File: src/rtl/core/amf_pkg.sv
package amf_pkg;

    // address width of one list entry
    localparam int unsigned MAC_W = 48;

    // request kinds carried on the input tuser
    typedef enum logic [1:0] {
        MODE_CHECK     = 2'd0,
        MODE_ADD_ALLOW = 2'd1,
        MODE_ADD_DENY  = 2'd2,
        MODE_CLEAR     = 2'd3
    } mode_t;

    // configuration register indexes
    localparam logic [7:0] CFG_ADDR_TYPE_MASK = 8'd0;
    localparam logic [7:0] CFG_MAX_DATA_LEN   = 8'd1;

    // register reset values
    localparam logic [7:0] ADDR_TYPE_MASK_RST = 8'd0;
    localparam logic [7:0] MAX_DATA_LEN_RST   = 8'd229;

    // control sequencer states
    typedef enum logic {
        ST_IDLE = 1'b0,
        ST_SCAN = 1'b1
    } state_t;

    // lookup token handed from cell to cell
    typedef struct packed {
        logic             valid;
        logic             hit;
        logic [MAC_W-1:0] mac;
    } scan_t;

    // entry write broadcast to all cells
    typedef struct packed {
        logic             en;
        logic [MAC_W-1:0] mac;
    } list_wr_t;

endpackage

File: src/rtl/core/amf_cell.sv
module amf_cell
    import amf_pkg::*;
#(
    parameter int unsigned INDEX = 0,
    parameter int unsigned CNT_W = 5
) (
    input  logic             aclk,
    input  logic             aresetn,
    input  list_wr_t         wr,
    input  logic [CNT_W-1:0] count,
    input  scan_t            scan_in,
    output scan_t            scan_out
);

    logic [MAC_W-1:0] entry_reg;
    logic             valid_reg;
    logic             hit_reg;
    logic [MAC_W-1:0] mac_reg;
    logic             used;
    logic             match;

    // this cell holds a live entry when its slot lies below the fill count
    assign used  = CNT_W'(INDEX) < count;
    assign match = used && (entry_reg == scan_in.mac);

    // entry storage: written when the add targets this slot
    always_ff @(posedge aclk) begin
        if (wr.en && (count == CNT_W'(INDEX))) begin
            entry_reg <= wr.mac;
        end
    end

    // token stage toward the next cell
    always_ff @(posedge aclk) begin
        if (!aresetn) begin
            valid_reg <= 1'b0;
        end else begin
            valid_reg <= scan_in.valid;
        end
    end

    always_ff @(posedge aclk) begin
        hit_reg <= scan_in.hit | match;
        mac_reg <= scan_in.mac;
    end

    assign scan_out.valid = valid_reg;
    assign scan_out.hit   = hit_reg;
    assign scan_out.mac   = mac_reg;

endmodule

File: src/rtl/core/amf_cell_row.sv
module amf_cell_row
    import amf_pkg::*;
#(
    parameter int unsigned LIST_DEPTH = 16,
    parameter int unsigned CNT_W      = 5
) (
    input  logic             aclk,
    input  logic             aresetn,
    input  list_wr_t         wr,
    input  logic [CNT_W-1:0] count,
    input  scan_t            launch,
    output scan_t            tail
);

    scan_t links [0:LIST_DEPTH];

    assign links[0] = launch;

    // one cell per list slot, token walks from slot 0 upward
    for (genvar i = 0; i < LIST_DEPTH; i++) begin : g_cell
        amf_cell #(
            .INDEX (i),
            .CNT_W (CNT_W)
        ) u_cell (
            .aclk     (aclk),
            .aresetn  (aresetn),
            .wr       (wr),
            .count    (count),
            .scan_in  (links[i]),
            .scan_out (links[i+1])
        );
    end

    assign tail = links[LIST_DEPTH];

endmodule

File: src/rtl/core/adv_report_mac_filter.sv
// Advertising report admission filter with an address allow/deny list.
// Input items arrive on the s_ stream: tuser carries the request kind
// (check report, add to allow list, add to deny list, clear list) and
// tdata the address and report fields. Every item gives one result item
// on the m_ stream with the accept flag and the list count; a clear reports LIST_DEPTH.
// Registers (address type mask, max data length) are written through the
// cfg_ channel, which is always ready; write them only while idle.
// Results: a command's result is loaded into the output register as
// the command is taken. A check walks a token through the row of
// LIST_DEPTH cells, one cell per cycle, and its result is loaded into
// the output register once the token leaves the last cell.
// Throughput: one item at a time; the next item is taken once the
// sequencer is idle and the output register is empty or being read,
// so commands run at one per cycle while m_tready stays high.
// Reset empties the list (count zero), selects allow list mode, loads
// the register defaults and drops any pending result. When m_tready is
// low the result holds in the output register and s_tready stays low.
module adv_report_mac_filter
    import amf_pkg::*;
#(
    parameter int unsigned LIST_DEPTH = 16
) (
    input  logic        aclk,
    input  logic        aresetn,
    // request stream
    input  logic        s_tvalid,
    output logic        s_tready,
    input  logic [71:0] s_tdata,   // mac[47:0], addr_type[55:48], data_len[63:56], rssi[71:64]
    input  logic [1:0]  s_tuser,   // mode[1:0]
    // result stream
    output logic        m_tvalid,
    input  logic        m_tready,
    output logic [7:0]  m_tdata,   // accept[0], list_count[5:1], zero[7:6]
    // register writes
    input  logic        cfg_valid,
    output logic        cfg_ready,
    input  logic [7:0]  cfg_index,
    input  logic [7:0]  cfg_data
);

    localparam int unsigned CNT_W = $clog2(LIST_DEPTH + 1);
    localparam logic [CNT_W-1:0] DEPTH_CNT = CNT_W'(LIST_DEPTH);
    localparam logic [4:0] DEPTH_OUT = 5'(LIST_DEPTH);

    state_t           state_reg, state_next;
    logic [CNT_W-1:0] count_reg, count_next;
    logic             deny_reg, deny_next;
    logic [7:0]       mask_reg;
    logic [7:0]       max_len_reg;
    logic             pass_reg, pass_next;
    logic             m_valid_reg, m_valid_next;
    logic             m_accept_reg, m_accept_next;
    logic [4:0]       m_count_reg, m_count_next;

    mode_t            mode;
    logic [MAC_W-1:0] mac;
    logic [7:0]       addr_type;
    logic [7:0]       data_len;
    logic [7:0]       rssi;
    logic             take;
    logic             fields_ok;
    logic             list_ok;
    logic [CNT_W+4:0] count_wide;
    list_wr_t         wr;
    scan_t            launch;
    scan_t            tail;

    // unpack the request
    assign mode      = mode_t'(s_tuser);
    assign mac       = s_tdata[47:0];
    assign addr_type = s_tdata[55:48];
    assign data_len  = s_tdata[63:56];
    assign rssi      = s_tdata[71:64];

    assign s_tready  = (state_reg == ST_IDLE) && (!m_valid_reg || m_tready);
    assign take      = s_tvalid && s_tready;
    assign cfg_ready = 1'b1;

    // report field checks, done at intake
    assign fields_ok = (data_len != 8'd0) && (data_len <= max_len_reg) &&
                       ((addr_type & mask_reg) == 8'd0) && (rssi != 8'd0);

    // list verdict once the token leaves the last cell
    assign list_ok    = (count_reg == '0) || (deny_reg ? !tail.hit : tail.hit);
    assign count_wide = {5'd0, count_reg};

    // cell row drive
    assign launch.valid = take && (mode == MODE_CHECK);
    assign launch.hit   = 1'b0;
    assign launch.mac   = mac;

    assign wr.en  = take && ((mode == MODE_ADD_ALLOW) || (mode == MODE_ADD_DENY)) &&
                    (count_reg < DEPTH_CNT);
    assign wr.mac = mac;

    amf_cell_row #(
        .LIST_DEPTH (LIST_DEPTH),
        .CNT_W      (CNT_W)
    ) u_row (
        .aclk    (aclk),
        .aresetn (aresetn),
        .wr      (wr),
        .count   (count_reg),
        .launch  (launch),
        .tail    (tail)
    );

    // sequencer, list state and result register next values
    always_comb begin
        state_next    = state_reg;
        count_next    = count_reg;
        deny_next     = deny_reg;
        pass_next     = pass_reg;
        m_valid_next  = m_valid_reg && !m_tready;
        m_accept_next = m_accept_reg;
        m_count_next  = m_count_reg;
        unique case (state_reg)
            ST_IDLE: begin
                if (take) begin
                    unique case (mode)
                        MODE_CHECK: begin
                            pass_next  = fields_ok;
                            state_next = ST_SCAN;
                        end
                        MODE_ADD_ALLOW, MODE_ADD_DENY: begin
                            deny_next = (mode == MODE_ADD_DENY);
                            if (wr.en) begin
                                count_next = count_reg + 1'b1;
                            end
                            m_valid_next  = 1'b1;
                            m_accept_next = 1'b0;
                            m_count_next  = count_next == '0 ? 5'd0 :
                                            5'({5'd0, count_next});
                        end
                        MODE_CLEAR: begin
                            count_next    = '0;
                            m_valid_next  = 1'b1;
                            m_accept_next = 1'b0;
                            m_count_next  = DEPTH_OUT;
                        end
                        default: begin
                            state_next = ST_IDLE;
                        end
                    endcase
                end
            end
            ST_SCAN: begin
                if (tail.valid) begin
                    m_valid_next  = 1'b1;
                    m_accept_next = pass_reg && list_ok;
                    m_count_next  = count_wide[4:0];
                    state_next    = ST_IDLE;
                end
            end
            default: begin
                state_next = ST_IDLE;
            end
        endcase
    end

    // control state
    always_ff @(posedge aclk) begin
        if (!aresetn) begin
            state_reg   <= ST_IDLE;
            count_reg   <= '0;
            deny_reg    <= 1'b0;
            m_valid_reg <= 1'b0;
        end else begin
            state_reg   <= state_next;
            count_reg   <= count_next;
            deny_reg    <= deny_next;
            m_valid_reg <= m_valid_next;
        end
    end

    // payload registers
    always_ff @(posedge aclk) begin
        pass_reg     <= pass_next;
        m_accept_reg <= m_accept_next;
        m_count_reg  <= m_count_next;
    end

    // configuration registers
    always_ff @(posedge aclk) begin
        if (!aresetn) begin
            mask_reg    <= ADDR_TYPE_MASK_RST;
            max_len_reg <= MAX_DATA_LEN_RST;
        end else if (cfg_valid && cfg_ready) begin
            if (cfg_index == CFG_ADDR_TYPE_MASK) begin
                mask_reg <= cfg_data;
            end
            if (cfg_index == CFG_MAX_DATA_LEN) begin
                max_len_reg <= cfg_data;
            end
        end
    end

    assign m_tvalid = m_valid_reg;
    assign m_tdata  = {2'b00, m_count_reg, m_accept_reg};

    // a token leaves the row only while a check is in flight
    a_tail_in_scan: assert property (@(posedge aclk) disable iff (!aresetn)
        tail.valid |-> (state_reg == ST_SCAN))
        else $error("token left the cell row outside a check");

    // the fill count never passes the capacity
    a_count_bound: assert property (@(posedge aclk) disable iff (!aresetn)
        count_reg <= DEPTH_CNT)
        else $error("list count above capacity");

    // a command gives its result in the next cycle
    a_cmd_result: assert property (@(posedge aclk) disable iff (!aresetn)
        (take && (s_tuser != MODE_CHECK)) |=> m_valid_reg)
        else $error("command result missing");

    // a check starts a scan and holds off further items
    a_check_scan: assert property (@(posedge aclk) disable iff (!aresetn)
        (take && (s_tuser == MODE_CHECK)) |=> ((state_reg == ST_SCAN) && !s_tready))
        else $error("check did not start a scan");

endmodule
File: config.mk
export PLATFORM = sky130hd
export DESIGN_NAME = adv_report_mac_filter
export DESIGN_NICKNAME = d
export VERILOG_FILES = /design/src/rtl/core/amf_pkg.sv /design/src/rtl/core/amf_cell.sv /design/src/rtl/core/amf_cell_row.sv /design/src/rtl/core/adv_report_mac_filter.sv
export SDC_FILE = /design/constraint.sdc
export NUM_CORES = 1
export LEC_CHECK = 0
export BUFFER_PORTS_ARGS = -buffer_cell sky130_fd_sc_hd__buf_2
export CAP_MARGIN = 5
export CORE_MARGIN = 3
export CORE_UTILIZATION = 54
export CTS_CLUSTER_DIAMETER = 150
export DETAILED_ROUTE_END_ITERATION = 8
export GPL_TIMING_DRIVEN = 0
export PLACE_DENSITY = 0.79
export SETUP_SLACK_MARGIN = 0.3
export SYNTH_ARGS = -nofsm -noshare
export SYNTH_HDL_FRONTEND = slang
export SYNTH_HIERARCHICAL = 1
export SYNTH_SLANG_ARGS = --single-unit
File: constraint.sdc
create_clock -name aclk -period 7 [get_ports aclk]
set_input_delay 0.35 -clock aclk [delete_from_list [all_inputs] [get_ports aclk]]
set_output_delay 0.35 -clock aclk [all_outputs]
set_load 0.01 [all_outputs]
==> Word level (Yosys, flattened, before mapping) <==
Index checks and enable logic that the tools add are counted.
Widths: inputs -> output; s select.
{ "op_classes": {"eq_ne": 39, "muxes": 23, "magnitude_cmp": 18, "n_bitwise": 17, "addsub": 1, "reduce_logical": 65} }
{ "ops": {"columns": ["cell", "n"], "rows": [
  ["$eq 48x48->1", 16],
  ["$logic_and 1x1->1", 42],
  ["$eq 5x4->1 const B", 8],
  ["$lt 4x5->1 const A", 8],
  ["$mux 5", 7],
  ["$pmux 5 s2", 3],
  ["$eq 5x3->1 const B", 4],
  ["$lt 3x5->1 const A", 4],
  ["$logic_not 8->1", 2],
  ["$reduce_bool 8->1", 2],
  ["$or 1x1->1", 15],
  ["$reduce_and 3->1", 5],
  ["$eq 5x2->1 const B", 2],
  ["$logic_not 5->1", 2],
  ["$lt 1x5->1 const A", 2],
  ["$lt 2x5->1 const A", 2],
  ["$mux 1", 10],
  ["$and 8x8->8", 1],
  ["$eq 8x1->1 const B", 1],
  ["$le 8x8->1", 1],
  ["$pmux 1 s2", 3],
  ["$add 5x1->5 const B", 1],
  ["$eq 5x1->1 const B", 1],
  ["$lt 5x5->1 const B", 1],
  ["13 further kinds", 20]
]} }
{ "totals": {"input_bits": 95, "reg_bits": 1551, "elab_cells": 235, "out_inout_bits": 11} }

==> Logic depth before layout (Yosys ltp) <==
Gate-level depths: netlist (run 1).
{ "logic_depth": {"word_depth": 15, "ltp_mapped": 6, "ltp_nobuf": 6} }

==> Cells and area by module <==
Netlist (run 1), hierarchy kept.
{ "modules_own_cells": {"columns": ["module", "cells_per_inst", "n_inst", "seq_area_each_um2", "area_per_inst_um2"], "rows": [
  ["amf_cell (u_row.g_cell[11].u_cell ...)", 168, 2, 2442.3, 3021.6],
  ["amf_cell (u_row.g_cell[9].u_cell)", 183, 1, 2442.3, 3081.7],
  ["amf_cell (u_row.g_cell[2].u_cell)", 169, 1, 2442.3, 3044.2],
  ["amf_cell (u_row.g_cell[8].u_cell)", 175, 1, 2442.3, 3042.9],
  ["amf_cell (u_row.g_cell[10].u_cell)", 169, 1, 2442.3, 3037.9],
  ["amf_cell (u_row.g_cell[12].u_cell)", 170, 1, 2442.3, 3034.2],
  ["amf_cell (u_row.g_cell[14].u_cell)", 169, 1, 2442.3, 3030.4],
  ["amf_cell (u_row.g_cell[4].u_cell)", 170, 1, 2442.3, 3025.4],
  ["amf_cell (u_row.g_cell[6].u_cell)", 168, 1, 2442.3, 3024.2],
  ["amf_cell (u_row.g_cell[15].u_cell)", 170, 1, 2442.3, 3020.4],
  ["amf_cell (u_row.g_cell[0].u_cell)", 169, 1, 2442.3, 3019.1],
  ["amf_cell (u_row.g_cell[3].u_cell)", 168, 1, 2442.3, 3016.6],
  ["amf_cell (u_row.g_cell[7].u_cell)", 173, 1, 2442.3, 3016.6],
  ["amf_cell (u_row.g_cell[13].u_cell)", 170, 1, 2442.3, 3010.4],
  ["2 more rows", null, null, null, null]
]} }

==> Worst setup path before layout (run 1) <==
Ideal clock, no wire load.
{ "synth_path": {"kind": "input to register", "start": "input s_tuser[0]", "end": "register u_row.g_cell[14].u_cell.entry_reg[0], enable pin", "t_required_ns": 6.411, "cell_stages": 5, "arrival_ns": 6.728, "setup_time_ns": 0.589, "n_path_buf": 0, "path_slack_ns": -0.317, "path_cell_list": "inv_1 > ha_1 > nand2b_1 > nor3_1 > nor4b_1"} }
{ "synth_lines": {"columns": ["item", "line_no", "text"], "rows": [
  ["from (decl)", "adv_report_mac_filter.sv:29", "input logic [1:0] s_tuser,"],
  ["to (signal assigned)", "amf_cell.sv:29", "entry_reg <= wr.mac;"],
  ["to (decl)", "amf_cell.sv:15", "logic [MAC_W-1:0] entry_reg;"]
]} }

==> results of run 1 <==
-- layer usage --
layer / vias up / wire length [um]
li1: 10910 / -
met1: 12830 / 47770
met2: 1254 / 59950
met3: 259 / 9835
met4: 0 / 6260
met5: - / 0
-- final timing paths --
kind                                         startpoint                                             end
min                                          s_tuser[1]                           deny_reg$_SDFFE_PN0P_
max                           count_reg[4]$_SDFFE_PN0P_  u_row/g_cell[6].u_cell/entry_reg[29]$_DFFE_PP_
min reg2reg  u_row/g_cell[5].u_cell/mac_reg[34]$_DFF_P_      u_row/g_cell[6].u_cell/mac_reg[34]$_DFF_P_
max reg2reg                   count_reg[4]$_SDFFE_PN0P_  u_row/g_cell[6].u_cell/entry_reg[29]$_DFFE_PP_
-- power groups by stage --
stage / clock network (W) / registers, W / logic, W
2_1_floorplan: 0 / 0.0101 / 0.000253
3_3_place_gp: 0 / 0.0102 / 0.000510
3_5_place_dp: 0 / 0.0102 / 0.000530
4_1_cts: 0.00763 / 0.0100 / 0.000543
5_1_grt: 0.00798 / 0.0100 / 0.000573
6_report: 0.00756 / 0.0100 / 0.000547
-- worst max-delay path: cells and delay by family (launching register included) --
| family | cells | cell delay [ns] |
|---|---|---|
| buffers and inverters | 5 | 1.12 |
| flip-flops | 1 | 0.50 |
| AND/OR/NAND/NOR | 4 | 1.46 |
-- layout make-up --
type	instances	share of cell area (%)
multi-input combinational	1247	17.89
buffer	43	0.5354
tap	1176	2.591
clock inverter	63	0.9826
clock buffer	201	7.165
timing repair buffer	160	2.227
antenna	8	0.03525
sequential	1551	68.34
inverter	34	0.2247
-- timing repair --
item / 4_1_cts / 5_1_grt
endpoints found under the hold margin: 18 / 0
resized for setup: 0 / 0
hold buffers: 10 / 0
-- stage by stage --
step | setup WS (ns) | cells
after CTS | 3.629 | 4475
after global routing | 3.447 | 4475
after floorplan | 0.9981 | 2875
after detailed placement | 3.620 | 4201
final | 3.567 | 4483
after global placement | -3.645 | 4153
==> metrics.yaml, run 1 <==
cpMostUsedCell: "buf_6"
antenna_found_initial: 5
nNetsFinal: 3287
post_cts_buffers: 0
dieArea_um2: 94970
die_w_um: 308.2
path_cells: "buf_12 -> nand2b_1 -> nor3_2 -> buf_6 -> nand4b_1 -> nor3_2 -> buf_6 -> buf_6 -> buf_6"
nFillCells: 6125
die_h_um: 308.2
holdPathStages: 4
cp.required_ns: 7.43
cts_sinks: 1551
cts_max_path_buffers: 3
setup_tns_ns: 0
power.total_w: 0.01812
finalCritPeriodShare_pct: 49.05
power.density_nw_per_um2: 319.0
hold_slack_ns: 0.04079
grt_pass1_wl_mm: 173.9
skew_ns: 0.02111
busiest_layer: "met2"
worstHoldPathType: "in -> reg"
drtIter0Drc: 2748
rsz0062_at_grt: "false"
grt_pass1_vias: 25330
report.final.slew_viol_count: 0
seq_area_um2: 38810
wire_per_inst_um: 27.62
hpwl_mm: 79.85
reg2reg_setup_slack_ns: 3.57
yosysWarnings: 6
slowest_delay_ns: 0.73
failed_checks: "antenna violations"
critical_path.endpoint_type: "flip-flop"
syn_inst: 2873
cts-root-buf: "clkbuf_16"
htreeDepth: 4
p_sw_share_pct: 21.31
min_period_ns: 3.433
io_pins: 106
path_max_fanout: 21
max_slew_margin_pct: 23.52
post-route-util_pct: 62.90
io_buffers: 102
cts_made_buffers: 141
coreArea_um2: 90290
place_area_um2: 52040
cp-start-kind: "flip-flop"
power_switching_w: 0.003860
final_cell_mix: "edfxtp_1, dfxtp_1, xnor2_1, xor2_1, clkbuf_16"
syn-cell-area_um2: 49300
reg2reg_depth: 9
synth_area_per_cell_um2: 17.16
grt_start_max_net_pins: 41
status: "complete, but fails checks"
largest_reg_flops: 768
worstMarginPinSlew_ns: 1.137
cts_tree: "done"
p_int_w: 0.01426
first_pass_iters: 5
multi_input_area_um2: 10160
num_vias: 25250
grt_use_met1_pct: 33.62
gp_congestion: 0.8459
fmax_ghz: 0.2913
vias_per_cell: 5.633
floorplan.initialDensity_pct: 54.61
critPathKind: "reg -> reg"
rows: 110
overflow: 0
wirelength_mm: 123.8
grt_use_met2_pct: 43.01
grt_use_met3_pct: 4.724
pwr-share-comb_pct: 3.0
final-setup-viol-count: 0
area_growth_pct: 15.18
slowest_stage: "nor3_2"
drive_gt1_share_pct: 14.19
crit_arrival_ns: 3.86
seqPwrFrac_pct: 55.2
ant_nets: 1
mostFrequentLayoutCell: "edfxtp_1"
clock_latency_ns: 0.74
final_area_um2: 56790
p_leak_nw: 19.95
max_cap_viol_count: 0
clkPwrFrac_pct: 41.7
path_clk_slew_ns: 0.07
peakVddDrop_uv: 357.5
hold_violations: 0
drc: 0
grt_use_total_pct: 26.11
(Power assumes the default switching activity.)
==> run 2, diff against run 1 <==
- PLACE_DENSITY: 0.79 -> 0.76
- clock period: 7 -> 3.4 ns (I/O delays scaled with it)
==> metrics.yaml, run 2 (synthesized netlist as in run 1, its figures left out) <==
cp.required_ns: 3.80
final_cell_mix: "edfxtp_1, dfxtp_1, xnor2_1, xor2_1, clkbuf_16"
wirelength_mm: 126.2
dieArea_um2: 94970
final-setup-viol-count: 0
floorplan.initialDensity_pct: 54.61
post-route-util_pct: 63.52
dp.cells: 4183
cts-root-buf: "clkbuf_16"
cts_max_path_buffers: 3
num_vias: 25650
largest_reg_flops: 768
worstHoldPathType: "in -> reg"
grt_use_total_pct: 26.65
drc: 0
hold_end: "u_row/g_cell[0].u_cell/mac_reg[30]$_DFF_P_"
path_clk_slew_ns: 0.06
crit_arrival_ns: 3.42
path_max_fanout: 33
cts_tree: "done"
first_pass_iters: 5
pwr-share-comb_pct: 3.2
grt_pass1_vias: 25860
report.final.slew_viol_count: 0
coreArea_um2: 90290
hold_violations: 0
drtIter0Drc: 2819
reg2reg_depth: 9
p_sw_share_pct: 20.98
power.total_w: 0.03759
antenna_found_initial: 12
rsz0062_at_grt: "false"
cts_sinks: 1551
path_cells: "nand2b_4 -> nor3_4 -> buf_12 -> buf_12 -> buf_4 -> nand4b_1 -> nor3_4 -> buf_16 -> buf_8"
reg2reg_setup_slack_ns: 0.38
drive_gt1_share_pct: 13.81
nNetsFinal: 3330
min-delay-start: "s_tdata[30]"
wire_per_inst_um: 27.90
rows: 110
slowest_stage: "dfxtp_4"
gp_congestion: 0.8894
seqPwrFrac_pct: 54.8
setup_tns_ns: 0
vias_per_cell: 5.669
nFillCells: 6052
slowest_delay_ns: 0.56
critPathKind: "reg -> reg"
timing.final.ws_setup_ns: 0.3849
io_buffers: 102
max_slew_margin_pct: 28.94
worstMarginPinSlew_ns: 1.064
hpwl_mm: 79.91
ant_nets: 0
p_leak_nw: 20.14
htreeDepth: 4
min_period_ns: 3.015
power_switching_w: 0.007884
max_cap_viol_count: 0
pre_cts_slack_ns: -0.6184
finalCritPeriodShare_pct: 88.68
p_int_w: 0.02970
grt_pass1_wl_mm: 177.8
fmax_ghz: 0.3317
area_growth_pct: 16.31
cts_made_buffers: 143
cp-start-kind: "flip-flop"
clkPwrFrac_pct: 42.0
status: "finished, final reports clean"
io_pins: 106
die_w_um: 308.2
mostFrequentLayoutCell: "edfxtp_1"
holdPathStages: 1
power.density_nw_per_um2: 655.4
overflow: 0
r2r_end: "u_row/g_cell[5].u_cell/entry_reg[4]$_DFFE_PP_"
clock_latency_ns: 0.72
critical_path.endpoint_type: "flip-flop"
die_h_um: 308.2
worst_r2r_startpoint: "count_reg[4]$_SDFFE_PN0P_"
grt_start_max_net_pins: 49
final_cells: 4524
peakVddDrop_uv: 600.5
skew_ns: 0.02352
-- run 2: power by group through the flow --
stage / logic (W) / clock network [W] / registers, W
after global placement: 0.00105 / 0 / 0.0210
after CTS: 0.00117 / 0.0159 / 0.0206
after floorplan: 0.000527 / 0 / 0.0208
after detailed placement: 0.00109 / 0 / 0.0210
after global routing: 0.00124 / 0.0167 / 0.0206
final: 0.00119 / 0.0158 / 0.0206
-- run 2: stage by stage --
step           hold slack (ns)  cell area (um2)
2_1_floorplan           0.1977            49460
3_3_place_gp            0.3516            51440
3_5_place_dp            0.3541            51950
4_1_cts               0.007106            57230
5_1_grt                0.02003            57330
6_report               0.03961            57350
-- run 2: worst max path at each step --
stage	startpoint	end	slack, ns	depth (start not counted)
floorplan	count_reg[4]$_SDFFE_PN0P_	u_row/g_cell[2].u_cell/entry_reg[0]$_DFFE_PP_	0.04	4
global placement	count_reg[2]$_SDFFE_PN0P_	u_row/g_cell[14].u_cell/entry_reg[15]$_DFFE_PP_	-1.65	2
detailed placement	count_reg[4]$_SDFFE_PN0P_	u_row/g_cell[2].u_cell/entry_reg[41]$_DFFE_PP_	-0.62	8
CTS	count_reg[4]$_SDFFE_PN0P_	u_row/g_cell[10].u_cell/entry_reg[38]$_DFFE_PP_	0.33	8
global route	state_reg$_SDFF_PN0_	u_row/g_cell[14].u_cell/entry_reg[46]$_DFFE_PP_	0.35	8
finish	count_reg[4]$_SDFFE_PN0P_	u_row/g_cell[5].u_cell/entry_reg[4]$_DFFE_PP_	0.38	9
-- run 2: area by class of cell --
class	instances	area (um2)	share of cell area (%)
tap	1176	1471	2.566
antenna	9	22.52	0.03927
clock inverter	56	525.5	0.9164
multi-input combinational	1248	10240	17.86
sequential	1551	38820	67.69
inverter	34	127.6	0.2225
buffer	43	304.0	0.5302
timing repair buffer	200	1688	2.943
clock buffer	207	4148	7.233
-- run 2: metal layers --
metal | wire length, um | up-vias | GRT usage [%]
li1 | - | 10990 | -
met1 | 47800 | 12920 | 34.01
met3 | 10760 | 305 | 4.738
met4 | 5646 | 2 | 12.56
met5 | 13 | - | 0
met2 | 62020 | 1427 | 44.60
-- run 2: timing repair --
item / CTS / global route
setup endpoints to repair: 545 / 56
gates cloned: 1 / 0
hold endpoints to repair: 205 / 0
hold buffers: 53 / 0
buffers inserted: 5 / 10
resized for setup: 1 / 1
pin swaps: 2 / 3
-- run 2: critical path: cells and delay by family (launching register included) --
family	cells	cell delay [ns]
buffers and inverters	5	0.87
flip-flops	1	0.56
AND/OR/NAND/NOR	4	1.21
